--- src/rtl/sha1mh_pkg.sv ---
package sha1mh_pkg;

   localparam int WordWidth  = 32;
   localparam int IndexWidth = 3;

   // initial chaining words, index 0 is the first word
   localparam logic [4:0][WordWidth-1:0] Iv = {
      32'hc3d2e1f0, 32'h10325476, 32'h98badcfe, 32'hefcdab89, 32'h67452301
   };

   localparam logic [WordWidth-1:0] K0 = 32'h5a827999;
   localparam logic [WordWidth-1:0] K1 = 32'h6ed9eba1;
   localparam logic [WordWidth-1:0] K2 = 32'h8f1bbcdc;
   localparam logic [WordWidth-1:0] K3 = 32'hca62c1d6;

   localparam logic [7:0]            PadMarker   = 8'h80;
   localparam logic [3:0]            LengthWord  = 4'd14;
   localparam logic [IndexWidth-1:0] LastIndex   = 3'd4;

   // one message schedule word on its way to the compression engine
   typedef struct packed {
      logic                 final_word;
      logic [WordWidth-1:0] word;
   } entry_type;

   typedef struct packed {
      logic full;
      logic empty;
   } fifo_status_type;

endpackage

--- src/rtl/sha1mh_front.sv ---
module sha1mh_front (
   input  logic                        clock,
   input  logic                        reset,
   input  logic                        req_tvalid,
   output logic                        req_tready,
   input  logic [7:0]                  req_tdata,   // [7:0] data_byte
   input  logic                        req_tuser,   // [0] has_byte
   input  logic                        req_tlast,
   output logic                        push,
   output sha1mh_pkg::entry_type       push_entry,
   input  sha1mh_pkg::fifo_status_type fifo_status
);

   localparam logic [1:0] StCollect = 2'd0;
   localparam logic [1:0] StMark    = 2'd1;
   localparam logic [1:0] StZero    = 2'd2;
   localparam logic [1:0] StLenLo   = 2'd3;

   logic [1:0]  state_ff, state_in;
   logic [5:0]  pending_ff, pending_in;
   logic [31:0] word_ff, word_in;
   logic [63:0] bits_ff, bits_in;
   logic        accept;
   logic [31:0] packed_word;
   logic [31:0] mark_word;

   assign req_tready  = (state_ff == StCollect) && !fifo_status.full;
   assign accept      = req_tvalid && req_tready;
   assign packed_word = {word_ff[23:0], req_tdata};

   // partial word closed with the pad marker
   always_comb begin
      case (pending_ff[1:0])
         2'd0:    mark_word = {sha1mh_pkg::PadMarker, 24'h0};
         2'd1:    mark_word = {word_ff[7:0], sha1mh_pkg::PadMarker, 16'h0};
         2'd2:    mark_word = {word_ff[15:0], sha1mh_pkg::PadMarker, 8'h0};
         2'd3:    mark_word = {word_ff[23:0], sha1mh_pkg::PadMarker};
         default: mark_word = '0;
      endcase
   end

   always_comb begin
      state_in   = state_ff;
      pending_in = pending_ff;
      word_in    = word_ff;
      bits_in    = bits_ff;
      push       = 1'b0;
      push_entry = '0;
      case (state_ff)
         StCollect: begin
            if (accept) begin
               if (req_tuser) begin
                  word_in    = packed_word;
                  pending_in = pending_ff + 6'd1;
                  bits_in    = bits_ff + 64'd8;
                  if (pending_ff[1:0] == 2'd3) begin
                     push            = 1'b1;
                     push_entry.word = packed_word;
                  end
               end
               if (req_tlast) begin
                  state_in = StMark;
               end
            end
         end
         StMark: begin
            if (!fifo_status.full) begin
               push            = 1'b1;
               push_entry.word = mark_word;
               pending_in      = {pending_ff[5:2] + 4'd1, 2'b00};
               state_in        = StZero;
            end
         end
         StZero: begin
            if (!fifo_status.full) begin
               push       = 1'b1;
               pending_in = pending_ff + 6'd4;
               if (pending_ff[5:2] == sha1mh_pkg::LengthWord) begin
                  push_entry.word = bits_ff[63:32];
                  state_in        = StLenLo;
               end
            end
         end
         StLenLo: begin
            if (!fifo_status.full) begin
               push                  = 1'b1;
               push_entry.word       = bits_ff[31:0];
               push_entry.final_word = 1'b1;
               pending_in            = '0;
               bits_in               = '0;
               state_in              = StCollect;
            end
         end
         default: begin
            state_in = StCollect;
         end
      endcase
   end

   always_ff @(posedge clock) begin
      if (reset) begin
         state_ff   <= StCollect;
         pending_ff <= '0;
         bits_ff    <= '0;
      end else begin
         state_ff   <= state_in;
         pending_ff <= pending_in;
         bits_ff    <= bits_in;
      end
      word_ff <= word_in;
   end

endmodule

--- config.mk ---
export PLATFORM = sky130hd
export DESIGN_NAME = sha1mh_front
export DESIGN_NICKNAME = d
export VERILOG_FILES = /design/src/rtl/sha1mh_pkg.sv /design/src/rtl/sha1mh_front.sv
export SDC_FILE = /design/constraint.sdc
export NUM_CORES = 1
export LEC_CHECK = 0
export BUFFER_PORTS_ARGS = -buffer_cell sky130_fd_sc_hd__buf_2
export CAP_MARGIN = 20
export CORE_ASPECT_RATIO = 1.5
export CORE_MARGIN = 10
export CORE_UTILIZATION = 60
export DETAILED_ROUTE_END_ITERATION = 8
export PLACE_DENSITY_LB_ADDON = 0.15
export SLEW_MARGIN = 20
export SYNTH_ARGS = -nofsm -noshare
export SYNTH_HDL_FRONTEND = slang
export SYNTH_SLANG_ARGS = --single-unit
--- constraint.sdc ---
create_clock -name clock -period 2.87 [get_ports clock]
set_input_delay 0.287 -clock clock [delete_from_list [all_inputs] [get_ports clock]]
set_output_delay 0.287 -clock clock [all_outputs]
set_load 0.01 [all_outputs]
## Word level (Yosys, flattened, before mapping)

Index checks and enable logic that the tools add are counted.

| storage, ports and cells | value |
|---|---|
| bits of input ports | 15 |
| logic and storage cells | 65 |
| flip-flop bits (word level) | 96 |

| cells by class | value |
|---|---|
| equality and inequality tests | 14 |
| add/sub/neg operators | 4 |
| mux-type cells | 32 |
| reduce and logical (&&, ||, !) cells | 11 |

Operators with widths:

| cell | count |
|---|---|
| case mux 32 bit (4 select lines) | 2 |
| 2-to-1 mux 32 bit | 6 |
| 2-to-1 mux 64 bit | 3 |
| case mux 64 bit (2 select lines) | 1 |
| adder 64 x 4 -> 64 bit, second input constant | 1 |
| 2-to-1 mux 33 bit | 1 |
| 2-to-1 mux 6 bit | 5 |
| case mux 6 bit (4 select lines) | 1 |
| != test 2 bit, second input constant | 7 |
| 2-to-1 mux 2 bit | 6 |
| == test 2 bit, second input constant | 4 |
| case mux 2 bit (4 select lines) | 1 |
| adder 6 x 1 -> 6 bit, second input constant | 1 |
| adder 6 x 3 -> 6 bit, second input constant | 1 |
| AND reduction 6 bit | 1 |
| 2-to-1 mux 1 bit | 5 |
| AND reduction 5 bit | 1 |
| adder 4 x 1 -> 4 bit, second input constant | 1 |
| == test 2 x 1 -> 1 bit, second input constant | 2 |
| == test 4 bit, second input constant | 1 |
| logical NOT 2 bit | 2 |
| AND reduction 4 bit | 1 |
| AND reduction 3 bit | 1 |
| OR reduction 3 bit | 1 |
| 4 further kinds | 5 |

## Logic depth before layout (Yosys ltp)

| logic depth | value |
|---|---|
| depth after elaboration | 5 |
| depth in mapped cells | 11 |
| depth with buffers taken out | 9 |

## Worst setup path after synthesis

No wires, ideal clock.

| path | value |
|---|---|
| path type | reg-to-output |
| start point | register state_ff[0] |
| end point | output push_entry[15] (netlist bit) |
| path buffers | 3 |
| data arrival time | 2274 ps |
| path slack | 309 ps |
| stages on the path, launching flop included | 12 |
| cells stage by stage | dfxtp_1 > inv_1 > ha_1 > nor2b_4 > nand3_2 > clkinv_2 > buf_2 > and2_1 > clkbuf_1 > clkbuf_1 > nand2_1 > o21ai_0 |

RTL lines:

| what | RTL line | RTL |
|---|---|---|
| start: declaration | sha1mh_front.sv:19 | `logic [1:0] state_ff, state_in;` |
| start signal: assignment | sha1mh_front.sv:102 | `state_ff <= StCollect;` |
| start signal: assignment | sha1mh_front.sv:106 | `state_ff <= state_in;` |
| end: declaration | sha1mh_front.sv:10 | `output sha1mh_pkg::entry_type push_entry,` |

==> flow_metrics.py <==
metrics = {
    "run_status": {
        "status": "complete, but fails checks",
        "failed_checks": "DRC",
    },
    "die": {
        "die_x_microns": 96.89,
        "core-area_sq_um": 8723,
        "die_y_microns": 135.3,
        "core.rowCount": 42,
        "io_pins": 50,
        "dieArea_sq_um": 13110,
        "start_util_pct": 60.99,
    },
    "routing": {
        "post-route-drc-count": 19,
        "drt-pass1-iter-count": 9,
        "dr.first_iter.drc_count": 781,
        "wl_mm": 16.83,
        "viasPerCell": 6.999,
        "wire_per_inst_microns": 21.66,
        "vias": 5438,
        "ant_nets": 0,
    },
    "global_route": {
        "grt_pass1_vias": 5092,
        "grt_pass1_wl_mm": 26.43,
        "antenna_found_initial": 0,
        "grt.overflow.total": 0,
        "grt_max_degree": 60,
        "grt_use_total_pct": 24.61,
    },
    "synth": {
        "synth.top_cell.area_share_pct": 25.96,
        "syn_nets": 644,
        "ys_top_cells_by_area": "dfxtp_1 (26%), edfxtp_1 (14%), a222oi_1 (4.9%)",
        "ys.flop_type": "dfxtp_1",
        "ys_ff_latch": 93,
        "async_flop_share_pct": 0,
        "ys_types": 58,
        "ys_seq_area_share_pct": 39.51,
        "synth-edff-count": 24,
        "yosys_warnings": 0,
        "synthCells": 618,
        "synth_top_area_cell": "dfxtp_1",
        "synth_area_per_cell_sq_um": 8.609,
        "syn_area_sq_um": 5320,
    },
    "clock_network": {
        "cts.sinks": 93,
        "clkTransAtPathRegs_ps": 70,
        "root_buffer": "clkbuf_16",
        "clockBufferDepth": 2,
        "cts_tree": "done",
        "cts_htree_levels": 3,
        "postCtsHoldBufs": 0,
        "insertion_delay_ps": 350,
        "numCtsBuffers": 9,
    },
    "timing": {
        "totalNegativeSetupSlack_ps": 0,
        "clock_skew_ps": 7.822,
        "hold_viol": 0,
        "worstMarginPinSlew_ps": 728.4,
        "fin_crit_ps": 2778,
        "slew_headroom_pct": 50.99,
        "max_freq_mhz": 359.9,
        "fin_crit_sh_pct": 96.80,
        "drv_slew": 0,
        "finalSetupViolations": 0,
    },
    "critical_path": {
        "end_kind": "output port",
        "r2r_start": "state_ff[0]",
        "worstPathArrival_ps": 2490,
        "r2r_cells": 9,
        "critPathMaxFanout": 16,
        "crit_path_start_kind": "register",
        "worst-setup-path-type": "register to output port",
        "worstSetupStartpoint": "pending_ff[0]",
        "cp.required_ps": 2580,
    },
    "final_layout": {
        "nNetsFinal": 688,
        "syn_to_final_growth_pct": 13.17,
        "layout-drive-gt1-share_pct": 15.44,
        "multi_input_area_sq_um": 2992,
        "final_core_util_pct": 69.02,
        "register_area_sq_um": 2102,
        "diodes": 0,
        "n_fill_cell": 734,
    },
    "pwr": {
        "power-per-cell-area_nw_per_um2": 518.8,
        "p_sw_share_pct": 27.14,
        "p_int_mw": 2.276,
        "power.switching_mw": 0.8477,
        "power.leakage_nw": 2.049,
        "pwr-share-clk_pct": 40.4,
        "ir_drop_mv": 0.5643,
        "p_comb_share_pct": 13.7,
        "pwr-share-seq_pct": 46.0,
    },
    "place": {
        "place.port_buffers": 48,
        "dp_hpwl_mm": 12.27,
        "place_congestion": 0.9712,
    },
    "min_path": {
        "worstHoldStart": "req_tdata[3]",
        "min_path_cells": 1,
        "min_path_type": "input port to register",
    },
    "run": {
        "maxCapViolCount": 0,
    },
}
==> worst max-delay path: stages, from the launching register on <==
cell      delay (ps)
dfxtp_1          520
inv_1            120
ha_1             440
a22oi_1          280
nand2_1           90
a222oi_1         360
o22ai_1          160
buf_2            170
==> power by group through the flow <==
stage	Combinational [mW]	Sequential [mW]	Clock (mW)
2_1_floorplan	0.311	1.44	0
3_3_place_gp	0.402	1.46	0
3_5_place_dp	0.414	1.46	0
4_1_cts	0.418	1.43	1.26
5_1_grt	0.472	1.44	1.31
6_report	0.427	1.44	1.26
==> synth_stat cells (2+ instances only) <==
| master | instances |
|---|---|
| nor2_1 | 43 |
| edfxtp_1 | 24 |
| buf_2 | 8 |
| a31o_2 | 2 |
| nor2b_1 | 6 |
| nand4b_1 | 3 |
| a222oi_1 | 26 |
| nand4_2 | 3 |
| o22ai_1 | 5 |
| a21oi_1 | 44 |
| mux2i_1 | 3 |
| o31ai_1 | 7 |
| xor2_1 | 7 |
| or4_1 | 7 |
| or3_1 | 24 |
| a221oi_1 | 7 |
| clkbuf_1 | 23 |
| o211ai_1 | 3 |
| nand3_1 | 37 |
| or2_2 | 3 |
| dfxtp_1 | 69 |
| nand4_1 | 22 |
| nor3_1 | 15 |
| nand2_1 | 50 |
| and3_1 | 7 |
| ha_1 | 11 |
| a22o_1 | 10 |
| a22oi_1 | 6 |
| nand2b_1 | 3 |
| inv_1 | 26 |
| nor4_1 | 12 |
| o21ai_0 | 44 |
| nor4_2 | 2 |
| and4_1 | 10 |
| xnor2_1 | 19 |
| and2_1 | 5 |
==> stage by stage <==
step / instance area, sq um / power [mW] / hold slack (ps) / worst slack, ps / std cells
4_1_cts: 5984 / 3.115 / 123.6 / 11.21 / 774
3_3_place_gp: 5674 / 1.862 / 473.9 / 337.1 / 758
2_1_floorplan: 5320 / 1.756 / 385.9 / 308.6 / 618
6_report: 6021 / 3.124 / 126.7 / 91.77 / 777
3_5_place_dp: 5674 / 1.878 / 481.6 / 215.6 / 758
5_1_grt: 6021 / 3.223 / 122.4 / -16.68 / 777
==> repair_timing <==
item,CTS,global route
resized for setup,0,4
setup endpoints to repair,0,27
setup buffers,0,3
==> cell type report <==
type	count	share of cell area, %
clock buffers	12	4.281
clock inverters	4	0.8728
inverters	27	1.725
multi-input cells	465	49.69
flip-flops and latches	93	34.91
well taps	110	2.286
repair buffers	66	6.234
==> state kept, by name, indices dropped and copies added (netlist names) <==
register and cells:
word_ff 24, bits_ff 61, pending_ff 6, state_ff 2
==> cell usage in the layout (no fill, tap or decap), drive strengths merged, types with 2 or more instances in the layout <==
| master | Yosys | final |
|---|---|---|
| o2111ai | 2 | 2 |
| xnor2 | 19 | 19 |
| nor2 | 43 | 43 |
| o21ai | 45 | 45 |
| inv | 26 | 29 |
| a22oi | 6 | 6 |
| and2 | 5 | 5 |
| and4 | 10 | 10 |
| a21oi | 44 | 44 |
| nand4b | 3 | 3 |
| a221oi | 7 | 7 |
| nor3 | 16 | 16 |
| o31ai | 7 | 7 |
| nand2 | 51 | 51 |
| nand2b | 3 | 3 |
| clkbuf | 23 | 12 |
| or4 | 7 | 7 |
| dfxtp | 69 | 69 |
| or2 | 3 | 3 |
| and3 | 7 | 7 |
| nand3 | 38 | 38 |
| a222oi | 26 | 26 |
| or3 | 24 | 24 |
| o22ai | 5 | 5 |
| ha | 11 | 11 |
| nor4 | 15 | 15 |
| xor2 | 7 | 7 |
| nor2b | 7 | 7 |
| a22o | 10 | 10 |
| edfxtp | 24 | 24 |
| a31o | 2 | 2 |
| o211ai | 3 | 3 |
| nand4 | 25 | 25 |
| buf | 10 | 66 |
| mux2i | 3 | 3 |
==> per-layer routing <==
metal | share of wire, % | vias to the layer above | GRT usage, % | wire length, microns
li1 | - | 2449 | - | -
met1 | 37 | 2591 | 27.47 | 6177
met2 | 49 | 324 | 42.40 | 8232
met3 | 8.5 | 74 | 5.107 | 1425
met4 | 5.9 | 0 | 14.39 | 996
met5 | 0 | - | 0 | 0
==> worst paths after layout <==
kind	end	slack, ps
min reg2reg	bits_ff[34]	510
max	push_entry[27]	90
max reg2reg	bits_ff[45]	310
min	word_ff[3]	130
==> kinds of logic (layout without fill, tap and decap cells) <==
| logic type | count (synthesis) | after routing | share of synthesized area, % |
|---|---|---|---|
| buf+inv | 60 | 109 | 4.515 |
| fa+ha+maj | 11 | 11 | 2.587 |
| mux | 4 | 4 | 0.7761 |
| flops | 93 | 93 | 39.51 |
| xor+xnor | 26 | 26 | 4.280 |
| compound gates | 164 | 164 | 21.10 |
| simple gates | 260 | 260 | 27.23 |
No activity file was read; power rests on OpenSTA's default activity.
