### src/rtl/sha1mh_pkg.sv
package sha1mh_pkg;

   localparam int WordWidth  = 32;
   localparam int IndexWidth = 3;

   // initial chaining words, index 0 is the first word
   localparam logic [4:0][WordWidth-1:0] Iv = {
      32'hc3d2e1f0, 32'h10325476, 32'h98badcfe, 32'hefcdab89, 32'h67452301
   };

   localparam logic [WordWidth-1:0] K0 = 32'h5a827999;
   localparam logic [WordWidth-1:0] K1 = 32'h6ed9eba1;
   localparam logic [WordWidth-1:0] K2 = 32'h8f1bbcdc;
   localparam logic [WordWidth-1:0] K3 = 32'hca62c1d6;

   localparam logic [7:0]            PadMarker   = 8'h80;
   localparam logic [3:0]            LengthWord  = 4'd14;
   localparam logic [IndexWidth-1:0] LastIndex   = 3'd4;

   // one message schedule word on its way to the compression engine
   typedef struct packed {
      logic                 final_word;
      logic [WordWidth-1:0] word;
   } entry_type;

   typedef struct packed {
      logic full;
      logic empty;
   } fifo_status_type;

endpackage

### src/rtl/sha1mh_core.sv
module sha1mh_core (
   input  logic                        clock,
   input  logic                        reset,
   input  sha1mh_pkg::entry_type       head,
   input  sha1mh_pkg::fifo_status_type fifo_status,
   output logic                        pop,
   output logic                        rsp_tvalid,
   input  logic                        rsp_tready,
   output logic [31:0]                 rsp_tdata,   // [31:0] digest_word
   output logic [2:0]                  rsp_tuser,   // [2:0] word_index
   output logic                        rsp_tlast
);

   localparam logic [1:0] StRound = 2'd0;
   localparam logic [1:0] StAdd   = 2'd1;
   localparam logic [1:0] StEmit  = 2'd2;

   logic [1:0]        state_ff, state_in;
   logic [6:0]        round_ff, round_in;
   logic [4:0][31:0]  v_ff, v_in;
   logic [4:0][31:0]  h_ff, h_in;
   logic [15:0][31:0] w_ff, w_in;
   logic              fin_ff, fin_in;
   logic [2:0]        idx_ff, idx_in;
   logic              rsp_valid_ff, rsp_valid_in;
   logic [31:0]       rsp_data_ff, rsp_data_in;
   logic [2:0]        rsp_index_ff, rsp_index_in;
   logic              rsp_last_ff, rsp_last_in;

   logic        early;
   logic        step;
   logic        load;
   logic [31:0] sched;
   logic [31:0] wt;
   logic [31:0] f;
   logic [31:0] k;
   logic [31:0] tmp;

   assign rsp_tvalid = rsp_valid_ff;
   assign rsp_tdata  = rsp_data_ff;
   assign rsp_tuser  = rsp_index_ff;
   assign rsp_tlast  = rsp_last_ff;

   assign early = (round_ff < 7'd16);
   assign sched = w_ff[13] ^ w_ff[8] ^ w_ff[2] ^ w_ff[0];
   assign wt    = early ? head.word : {sched[30:0], sched[31]};
   assign pop   = (state_ff == StRound) && early && !fifo_status.empty;
   assign step  = (state_ff == StRound) && (!early || !fifo_status.empty);
   assign load  = (state_ff == StEmit) && (!rsp_valid_ff || rsp_tready);

   always_comb begin
      if (round_ff < 7'd20) begin
         f = (v_ff[1] & v_ff[2]) | (~v_ff[1] & v_ff[3]);
         k = sha1mh_pkg::K0;
      end else if (round_ff < 7'd40) begin
         f = v_ff[1] ^ v_ff[2] ^ v_ff[3];
         k = sha1mh_pkg::K1;
      end else if (round_ff < 7'd60) begin
         f = (v_ff[1] & v_ff[2]) | (v_ff[1] & v_ff[3]) | (v_ff[2] & v_ff[3]);
         k = sha1mh_pkg::K2;
      end else begin
         f = v_ff[1] ^ v_ff[2] ^ v_ff[3];
         k = sha1mh_pkg::K3;
      end
   end

   assign tmp = {v_ff[0][26:0], v_ff[0][31:27]} + f + v_ff[4] + k + wt;

   always_comb begin
      state_in     = state_ff;
      round_in     = round_ff;
      v_in         = v_ff;
      h_in         = h_ff;
      w_in         = w_ff;
      fin_in       = fin_ff;
      idx_in       = idx_ff;
      rsp_valid_in = rsp_valid_ff && !rsp_tready;
      rsp_data_in  = rsp_data_ff;
      rsp_index_in = rsp_index_ff;
      rsp_last_in  = rsp_last_ff;
      case (state_ff)
         StRound: begin
            if (step) begin
               v_in[0] = tmp;
               v_in[1] = v_ff[0];
               v_in[2] = {v_ff[1][1:0], v_ff[1][31:2]};
               v_in[3] = v_ff[2];
               v_in[4] = v_ff[3];
               w_in    = {wt, w_ff[15:1]};
               if (round_ff == 7'd15) begin
                  fin_in = head.final_word;
               end
               if (round_ff == 7'd79) begin
                  round_in = '0;
                  state_in = StAdd;
               end else begin
                  round_in = round_ff + 7'd1;
               end
            end
         end
         StAdd: begin
            for (int i = 0; i < 5; i++) begin
               h_in[i] = h_ff[i] + v_ff[i];
               v_in[i] = h_ff[i] + v_ff[i];
            end
            if (fin_ff) begin
               idx_in   = '0;
               state_in = StEmit;
            end else begin
               state_in = StRound;
            end
         end
         StEmit: begin
            if (load) begin
               rsp_valid_in = 1'b1;
               rsp_data_in  = h_ff[idx_ff];
               rsp_index_in = idx_ff;
               rsp_last_in  = (idx_ff == sha1mh_pkg::LastIndex);
               idx_in       = idx_ff + 3'd1;
               if (idx_ff == sha1mh_pkg::LastIndex) begin
                  h_in     = sha1mh_pkg::Iv;
                  v_in     = sha1mh_pkg::Iv;
                  fin_in   = 1'b0;
                  state_in = StRound;
               end
            end
         end
         default: begin
            state_in = StRound;
         end
      endcase
   end

   always_ff @(posedge clock) begin
      if (reset) begin
         state_ff     <= StRound;
         round_ff     <= '0;
         v_ff         <= sha1mh_pkg::Iv;
         h_ff         <= sha1mh_pkg::Iv;
         fin_ff       <= 1'b0;
         idx_ff       <= '0;
         rsp_valid_ff <= 1'b0;
      end else begin
         state_ff     <= state_in;
         round_ff     <= round_in;
         v_ff         <= v_in;
         h_ff         <= h_in;
         fin_ff       <= fin_in;
         idx_ff       <= idx_in;
         rsp_valid_ff <= rsp_valid_in;
      end
      w_ff         <= w_in;
      rsp_data_ff  <= rsp_data_in;
      rsp_index_ff <= rsp_index_in;
      rsp_last_ff  <= rsp_last_in;
   end

   assert property (@(posedge clock) disable iff (reset)
      (state_ff == StAdd) |-> ($past(state_ff) == StRound && $past(round_ff) == 7'd79))
      else $error("feed-forward without 80 rounds");
   assert property (@(posedge clock) disable iff (reset)
      (rsp_tvalid && rsp_tlast) |-> (rsp_tuser == sha1mh_pkg::LastIndex))
      else $error("last digest word at wrong index");
   assert property (@(posedge clock) disable iff (reset)
      (load && idx_ff == sha1mh_pkg::LastIndex)
         |=> (state_ff == StRound && round_ff == 7'd0 && h_ff[0] == sha1mh_pkg::Iv[0]))
      else $error("chaining words not reinitialised after digest");

endmodule
### config.mk
export PLATFORM = sky130hd
export DESIGN_NAME = sha1mh_core
export DESIGN_NICKNAME = d
export VERILOG_FILES = /design/src/rtl/sha1mh_pkg.sv /design/src/rtl/sha1mh_core.sv
export SDC_FILE = /design/constraint.sdc
export NUM_CORES = 2
export LEC_CHECK = 0
export ABC_AREA = 1
export BUFFER_PORTS_ARGS = -buffer_cell sky130_fd_sc_hd__clkbuf_2
export CORE_ASPECT_RATIO = 1.5
export CORE_UTILIZATION = 64
export CTS_CLUSTER_SIZE = 16
export DETAILED_ROUTE_END_ITERATION = 6
export HOLD_SLACK_MARGIN = 0.03
export MAX_ROUTING_LAYER = met4
export PLACE_DENSITY = 0.82
export SLEW_MARGIN = 40
export SYNTH_ARGS = -nofsm -noshare
export SYNTH_HDL_FRONTEND = slang
export SYNTH_SLANG_ARGS = --single-unit
### constraint.sdc
create_clock -name clock -period 20 [get_ports clock]
set_input_delay 3 -clock clock [delete_from_list [all_inputs] [get_ports clock]]
set_output_delay 3 -clock clock [all_outputs]
set_load 0.02 [all_outputs]
Word-level counts from Yosys, hierarchy flattened --
Cells that the tools add are included. Widths: inputs -> output; s select.
Word-level totals: bits of input ports 38, bits in latches 0, bits in read-only memories 0, output and inout port bits 38, bits in writable memories 0, memories 0, register bits after elaboration 882, word-level logic and storage cells 127
Operators by class: $lt $le $gt $ge 5, mux-type cells 31, reduce and logical (&&, ||, !) cells 22, divide/modulo/power cells 0, multipliers 0, $add $sub $neg 11, equality and inequality tests 11, shifts and indexed selects 0, bitwise operators 13
Operators by type and width (number):
- $mux 160 | 3
- $pmux 160 s3 | 1
- $pmux 160 s2 | 1
- $add 32x32->32 | 9
- $mux 32 | 7
- $xor 32x32->32 | 5
- $and 32x32->32 | 4
- $bmux 32 s3 | 1
- $or 32x32->32 | 3
- $not 32->32 | 1
- $mux 31 | 1
- $lt 7x5->1 const B | 2
- $lt 7x6->1 const B | 2
- $mux 2 | 5
- $reduce_and 4->1 | 2
- $add 7x1->7 const B | 1
- $eq 7x4->1 const B | 1
- $eq 7x7->1 const B | 1
- $mux 7 | 1
- $mux 1 | 6
- $mux 3 | 2
- $ne 2x1->1 const B | 3
- $ne 2x2->1 const B | 3
- $pmux 2 s3 | 1
- 16 further kinds | 27

Depth between registers and ports, before layout --
word-level depth 12, gate-level depth with buffers 30, depth with buffers taken out 28

Least setup slack after synthesis --
Ideal clock, no wire load.
kind input to register, start point input port fifo_status[0] in the netlist's numbering, end point register round_ff[5], arrival time 14.659 ns, slack 5.255 ns, library setup time 0.086 ns, cell stages on the path 7, required time 19.914 ns, path buffers 0, cells stage by stage nand2_1 -> nand2_1 -> inv_1 -> nand4_1 -> nor2_1 -> a21oi_1 -> a211oi_1
Between the ends: longest elaborated chain between the ends 4
RTL lines:
- start, declared | line sha1mh_core.sv:5 | input sha1mh_pkg::fifo_status_type fifo_status,
- $logic_not 1->1 | line sha1mh_core.sv:48 | assign step = (state_ff == StRound) && (!early || !fifo_status.empty);
- $logic_or 1x1->1 | line sha1mh_core.sv:48
- $logic_and 1x1->1 | line sha1mh_core.sv:48
- $reduce_and 2->1 (no source line)
- end signal, assigned | line sha1mh_core.sv:145 | round_ff <= round_in;
- end, declared | line sha1mh_core.sv:19 | logic [6:0] round_ff, round_in;
No other way between the ends. A chain may end at the register's enable or synchronous reset.

Final worst setup path --
start point input port head[12] in the netlist's numbering, end point register v_ff[31] in the netlist's numbering
Between the ends: longest elaborated chain between the ends 4
RTL lines:
- start, declared | line sha1mh_core.sv:4 | input sha1mh_pkg::entry_type head,
- $mux 32 | line sha1mh_core.sv:46 | assign wt = early ? head.word : {sched[30:0], sched[31]};
- net wt[12] | line sha1mh_core.sv:34 | logic [31:0] wt;
- $add 32x32->32 | line sha1mh_core.sv:67 | assign tmp = {v_ff[0][26:0], v_ff[0][31:27]} + f + v_ff[4] + k + wt;
- $mux 160 | line sha1mh_core.sv:83 | if (step) begin
- $pmux 160 s3 | line sha1mh_core.sv:81 | case (state_ff)
- end signal, assigned | line sha1mh_core.sv:138 | v_ff <= sha1mh_pkg::Iv;
- end signal, assigned | line sha1mh_core.sv:146 | v_ff <= v_in;
- end, declared | line sha1mh_core.sv:20 | logic [4:0][31:0] v_ff, v_in;
The timed path passes the listed nets, and every way through them passes these cells. The select of a mux whose other input is x is not followed.

==> metrics.log <==
INFO  metric min_period = 7.60 ns
INFO  metric period_share = 0.380
INFO  metric area_of_the_multi_input_gates = 0.0226 mm^2
INFO  metric portion_of_netlist_area_occupied_by_mux_cells = 0
INFO  metric max_slew.worst_pin.slew = 0.994 ns
INFO  metric rsz0062_at_grt = no
INFO  metric synth-warning-count = 0
INFO  metric total_negative_slack_for_setup_checks = 0 ns
INFO  metric residual_drc = 33
INFO  metric clkLatencyLatePin = 0.71 ns
INFO  metric sequential_cell_area = 0.0231 mm^2
INFO  metric synth.yosys.seq_area_share = 0.471
INFO  metric clkTransAtPathRegs = 0.08 ns
INFO  metric synth_compound_gate_area_share = 0.139
INFO  metric floorplan.core_area = 0.0760 mm^2
INFO  metric synthToLayoutAreaGrowth = 8.75%
INFO  metric cts-root-to-sink-buffers = 3
INFO  metric highest_clock_rate = 132 MHz
INFO  metric synthesis.area = 0.0491 mm^2
INFO  metric status = finished, violations left
INFO  metric post_synth.cell_area_avg = 8.56 um^2
INFO  metric postSynthCellCount = 5737
INFO  metric route.vias.total = 44002
INFO  metric cts_resized = 0
INFO  metric min-delay-path-class = reg -> reg
INFO  metric synthesis.nets = 6099
INFO  metric holdBufCountCts = 0
INFO  metric synth_cell_type_count = 49
INFO  metric via_count_of_the_first_global_routing_pass = 41881
INFO  metric skew = 0.0456 ns
INFO  metric cts-root-buf = sky130_fd_sc_hd__clkbuf_16
INFO  metric design_area = 0.0534 mm^2
INFO  metric cts_made_buffers = 84
INFO  metric nNetsFinal = 6101
INFO  metric placement_rows = 124
INFO  metric worst-r2r-setup-slack = 12.98 ns
INFO  metric failing_checks = design-rule violations
INFO  metric yosys.area_share.xor_xnor = 0.0226
INFO  metric fillers = 5885
INFO  metric ctsHtreeMaxLevel = 3
INFO  metric grt_pass1_wl = 275000 um
INFO  metric wirelength = 191000 um
INFO  metric dp_hpwl = 133000 um
INFO  metric timing.critical_path.slowest_cell_delay = 0.63 ns
INFO  metric worst_ep_required_time = 20.59 ns
INFO  metric gpl.final_weighted_congestion = 1.10
INFO  metric slowest_stage = sky130_fd_sc_hd__o21ai_0
INFO  metric pin_count_of_the_biggest_net_entering_global_routing = 170
INFO  metric worst_setup_ep_type = flip-flop
INFO  metric ant_nets = 0
INFO  metric finalSetupViolCount = 0
INFO  metric maxCapViolCount = 0
INFO  metric placedInstanceArea = 0.0503 mm^2
INFO  metric floorplan.die.width = 228 um
INFO  metric top_level_ports = 76
INFO  metric final_cells = 6844
INFO  metric route.detailed.vias_per_inst = 6.43
INFO  metric cpLargestDelayFamily = adder cells
INFO  metric cts_tree = built
INFO  metric synth_async_sr_flop_share = 0
INFO  metric synth_edf_count = 548
INFO  metric main_combinational_cell_family_by_area_after_synthesis = simple AND/OR/NAND/NOR gates
INFO  metric timing.critical_path.arrival = 8.19 ns
INFO  metric maximum_net_fanout_on_the_critical_path = 5
INFO  metric die_area = 0.0779 mm^2
INFO  metric critPathKind = in -> reg
INFO  metric path_cells = clkbuf_2, inv_1, o21ai_0, inv_1, fa_1, inv_1, fa_1, inv_1, fa_1, inv_1, ha_1, nand2_1, nor2_1, inv_1, nor3_1, nand2_1, nand2_1, a21oi_1, nand3_1, nand3_1, a21oi_1
INFO  metric die_height = 341 um
INFO  metric setup.worst_path.start_class = input port
INFO  metric worst_slew_margin_rel = 0.331
INFO  metric final_hold_viol_count = 0
INFO  metric gr-usage-all-layers = 0.508
INFO  metric post_synth_and_or_nand_nor_area_fraction = 0.195
INFO  metric post_drt_wl_per_cell = 28.0 um
INFO  metric buffer_ports.inserted = 74
INFO  metric synthesized_flop_and_latch_total = 882
INFO  metric timing.final.max_slew_violations = 0
INFO  metric main_flop_type_after_synthesis = sky130_fd_sc_hd__edfxtp_1
INFO  metric antenna_found_initial = 27
INFO  metric post-place-cells = 6658
INFO  metric finalHoldWorstSlack = 0.406 ns
INFO  metric cp_common_cell = sky130_fd_sc_hd__inv_1
INFO  metric synth_fa_ha_area_frac = 0.102
INFO  metric drive_gt1_frac = 0.0583
INFO  metric drt_first_iter_violations = 5997
INFO  metric drt-pass1-iter-count = 7
INFO  metric clock-sinks = 882
INFO  metric cp_num_buf_inv = 7
INFO  metric floorplan.initialDensity = 0.646
INFO  metric grt_overflow_total = 0
INFO  metric postCtsSetupRepairBufs = 0
-- synth_stat cells, types with 4 or more instances --
library cell,n,area (um^2)
sky130_fd_sc_hd__o211ai_1,50,375
sky130_fd_sc_hd__nand3_1,446,2230
sky130_fd_sc_hd__fa_1,125,2500
sky130_fd_sc_hd__edfxtp_1,548,16500
sky130_fd_sc_hd__or2_2,61,382
sky130_fd_sc_hd__a21o_1,16,120
sky130_fd_sc_hd__buf_1,28,105
sky130_fd_sc_hd__buf_2,34,170
sky130_fd_sc_hd__o21ai_0,352,1760
sky130_fd_sc_hd__xnor2_1,88,771
sky130_fd_sc_hd__inv_1,694,2610
sky130_fd_sc_hd__a22oi_1,8,60.1
sky130_fd_sc_hd__nor2_1,325,1220
sky130_fd_sc_hd__nor4_1,12,75.1
sky130_fd_sc_hd__ha_1,199,2490
sky130_fd_sc_hd__a211oi_1,6,45.0
sky130_fd_sc_hd__a221oi_1,16,140
sky130_fd_sc_hd__inv_2,6,22.5
sky130_fd_sc_hd__clkbuf_1,127,477
sky130_fd_sc_hd__nand3b_1,25,188
sky130_fd_sc_hd__xor2_1,39,342
sky130_fd_sc_hd__o21a_1,7,52.6
sky130_fd_sc_hd__and3_1,5,31.3
sky130_fd_sc_hd__nand2_1,1278,4800
sky130_fd_sc_hd__nor3_1,29,145
sky130_fd_sc_hd__buf_4,5,37.5
sky130_fd_sc_hd__nand4_1,63,394
sky130_fd_sc_hd__o21ai_1,12,60.1
sky130_fd_sc_hd__a31oi_1,7,43.8
sky130_fd_sc_hd__o22ai_1,4,25.0
sky130_fd_sc_hd__buf_6,6,67.6
sky130_fd_sc_hd__dfxtp_1,334,6690
sky130_fd_sc_hd__o21bai_1,25,188
sky130_fd_sc_hd__a221o_1,22,220
sky130_fd_sc_hd__a21oi_1,694,3470
sky130_fd_sc_hd__o221ai_1,13,114
sky130_fd_sc_hd__a21boi_0,4,30.0
sky130_fd_sc_hd__a211oi_2,6,75.1
-- cell type report --
cell class | count | area share
Multi-Input combinational cell | 3953 | 0.422
Clock buffer | 112 | 0.0430
Tap cell | 1008 | 0.0236
Inverter | 702 | 0.0497
Clock inverter | 45 | 0.0120
Sequential cell | 882 | 0.433
Timing Repair Buffer | 116 | 0.0150
Antenna cell | 26 | 0.00122
-- through the flow --
step	setup slack [ns]	utilization
global route	12.28	0.703
finish	12.40	0.703
detailed placement	12.18	0.662
CTS	12.85	0.700
global placement	12.19	0.661
floorplan	5.26	-
-- worst paths after layout --
path                     to  cells past startpoint        start
setup reg to reg   v_ff[31]                     22  round_ff[4]
hold / removal    w_ff[460]                      0    w_ff[492]
setup / recovery   v_ff[31]                     21     head[12]
hold reg to reg   w_ff[460]                      0    w_ff[492]
-- worst reg2reg max path, stage by stage (launching register included) --
cell and delay (ns):
sky130_fd_sc_hd__dfxtp_1 0.39, sky130_fd_sc_hd__nand2_1 0.14, sky130_fd_sc_hd__nand3_2 0.50, sky130_fd_sc_hd__nand2_1 0.68, sky130_fd_sc_hd__nand2_1 0.14, sky130_fd_sc_hd__buf_4 0.29, sky130_fd_sc_hd__a221oi_1 0.74, sky130_fd_sc_hd__fa_1 0.52
sky130_fd_sc_hd__inv_1 0.10, sky130_fd_sc_hd__fa_1 0.47, sky130_fd_sc_hd__ha_1 0.25, sky130_fd_sc_hd__fa_1 0.56, sky130_fd_sc_hd__nand3_1 0.14, sky130_fd_sc_hd__nand2_1 0.12, sky130_fd_sc_hd__nand3_1 0.10, sky130_fd_sc_hd__nand2_1 0.19
sky130_fd_sc_hd__nand2_1 0.11, sky130_fd_sc_hd__nand2_1 0.17, sky130_fd_sc_hd__a21oi_1 0.25, sky130_fd_sc_hd__inv_1 0.08, sky130_fd_sc_hd__nand2_1 0.07, sky130_fd_sc_hd__nand3_1 0.57, sky130_fd_sc_hd__a21oi_1 0.33
-- routing by layer --
layer | global-route usage | up-vias | wire (um)
met3 | 0.163 | 1021 | 21800
met4 | 0.514 | 0 | 24100
met1 | 0.531 | 20400 | 62200
met5 | - | - | 0
met2 | 0.742 | 3154 | 83300
li1 | - | 19427 | -
-- cell usage in the layout, fill, tap and decap left out, types with 88 or more instances in the layout --
cell | netlist | final
sky130_fd_sc_hd__nand2_1 | 1278 | 1278
sky130_fd_sc_hd__a21oi_1 | 694 | 693
sky130_fd_sc_hd__inv_1 | 694 | 689
sky130_fd_sc_hd__edfxtp_1 | 548 | 548
sky130_fd_sc_hd__nand3_1 | 446 | 445
sky130_fd_sc_hd__o21ai_0 | 352 | 351
sky130_fd_sc_hd__dfxtp_1 | 334 | 332
sky130_fd_sc_hd__nor2_1 | 325 | 322
sky130_fd_sc_hd__ha_1 | 199 | 196
sky130_fd_sc_hd__fa_1 | 125 | 125
sky130_fd_sc_hd__xnor2_1 | 88 | 88
-- flip-flops by register name, indices dropped and copies added (netlist names) --
signal / cells
h_ff: 160
v_ff: 160
rsp_tdata: 32
fin_ff: 1
round_ff: 7
rsp_tvalid: 1
rsp_tlast: 1
idx_ff: 3
state_ff: 2
w_ff: 512
rsp_tuser: 3
-- cell families after synthesis --
logic type / Yosys count
AOI/OAI and AO/OA: 1246
xor gates and xnor gates: 127
DFF: 882
and+or+nand+nor: 2256
buffers and inverters: 902
adders and majority gates: 324
Power is left out: the tool's default activity adds up to more than one toggle a clock period on the data nets, which glitch-free logic cannot reach.
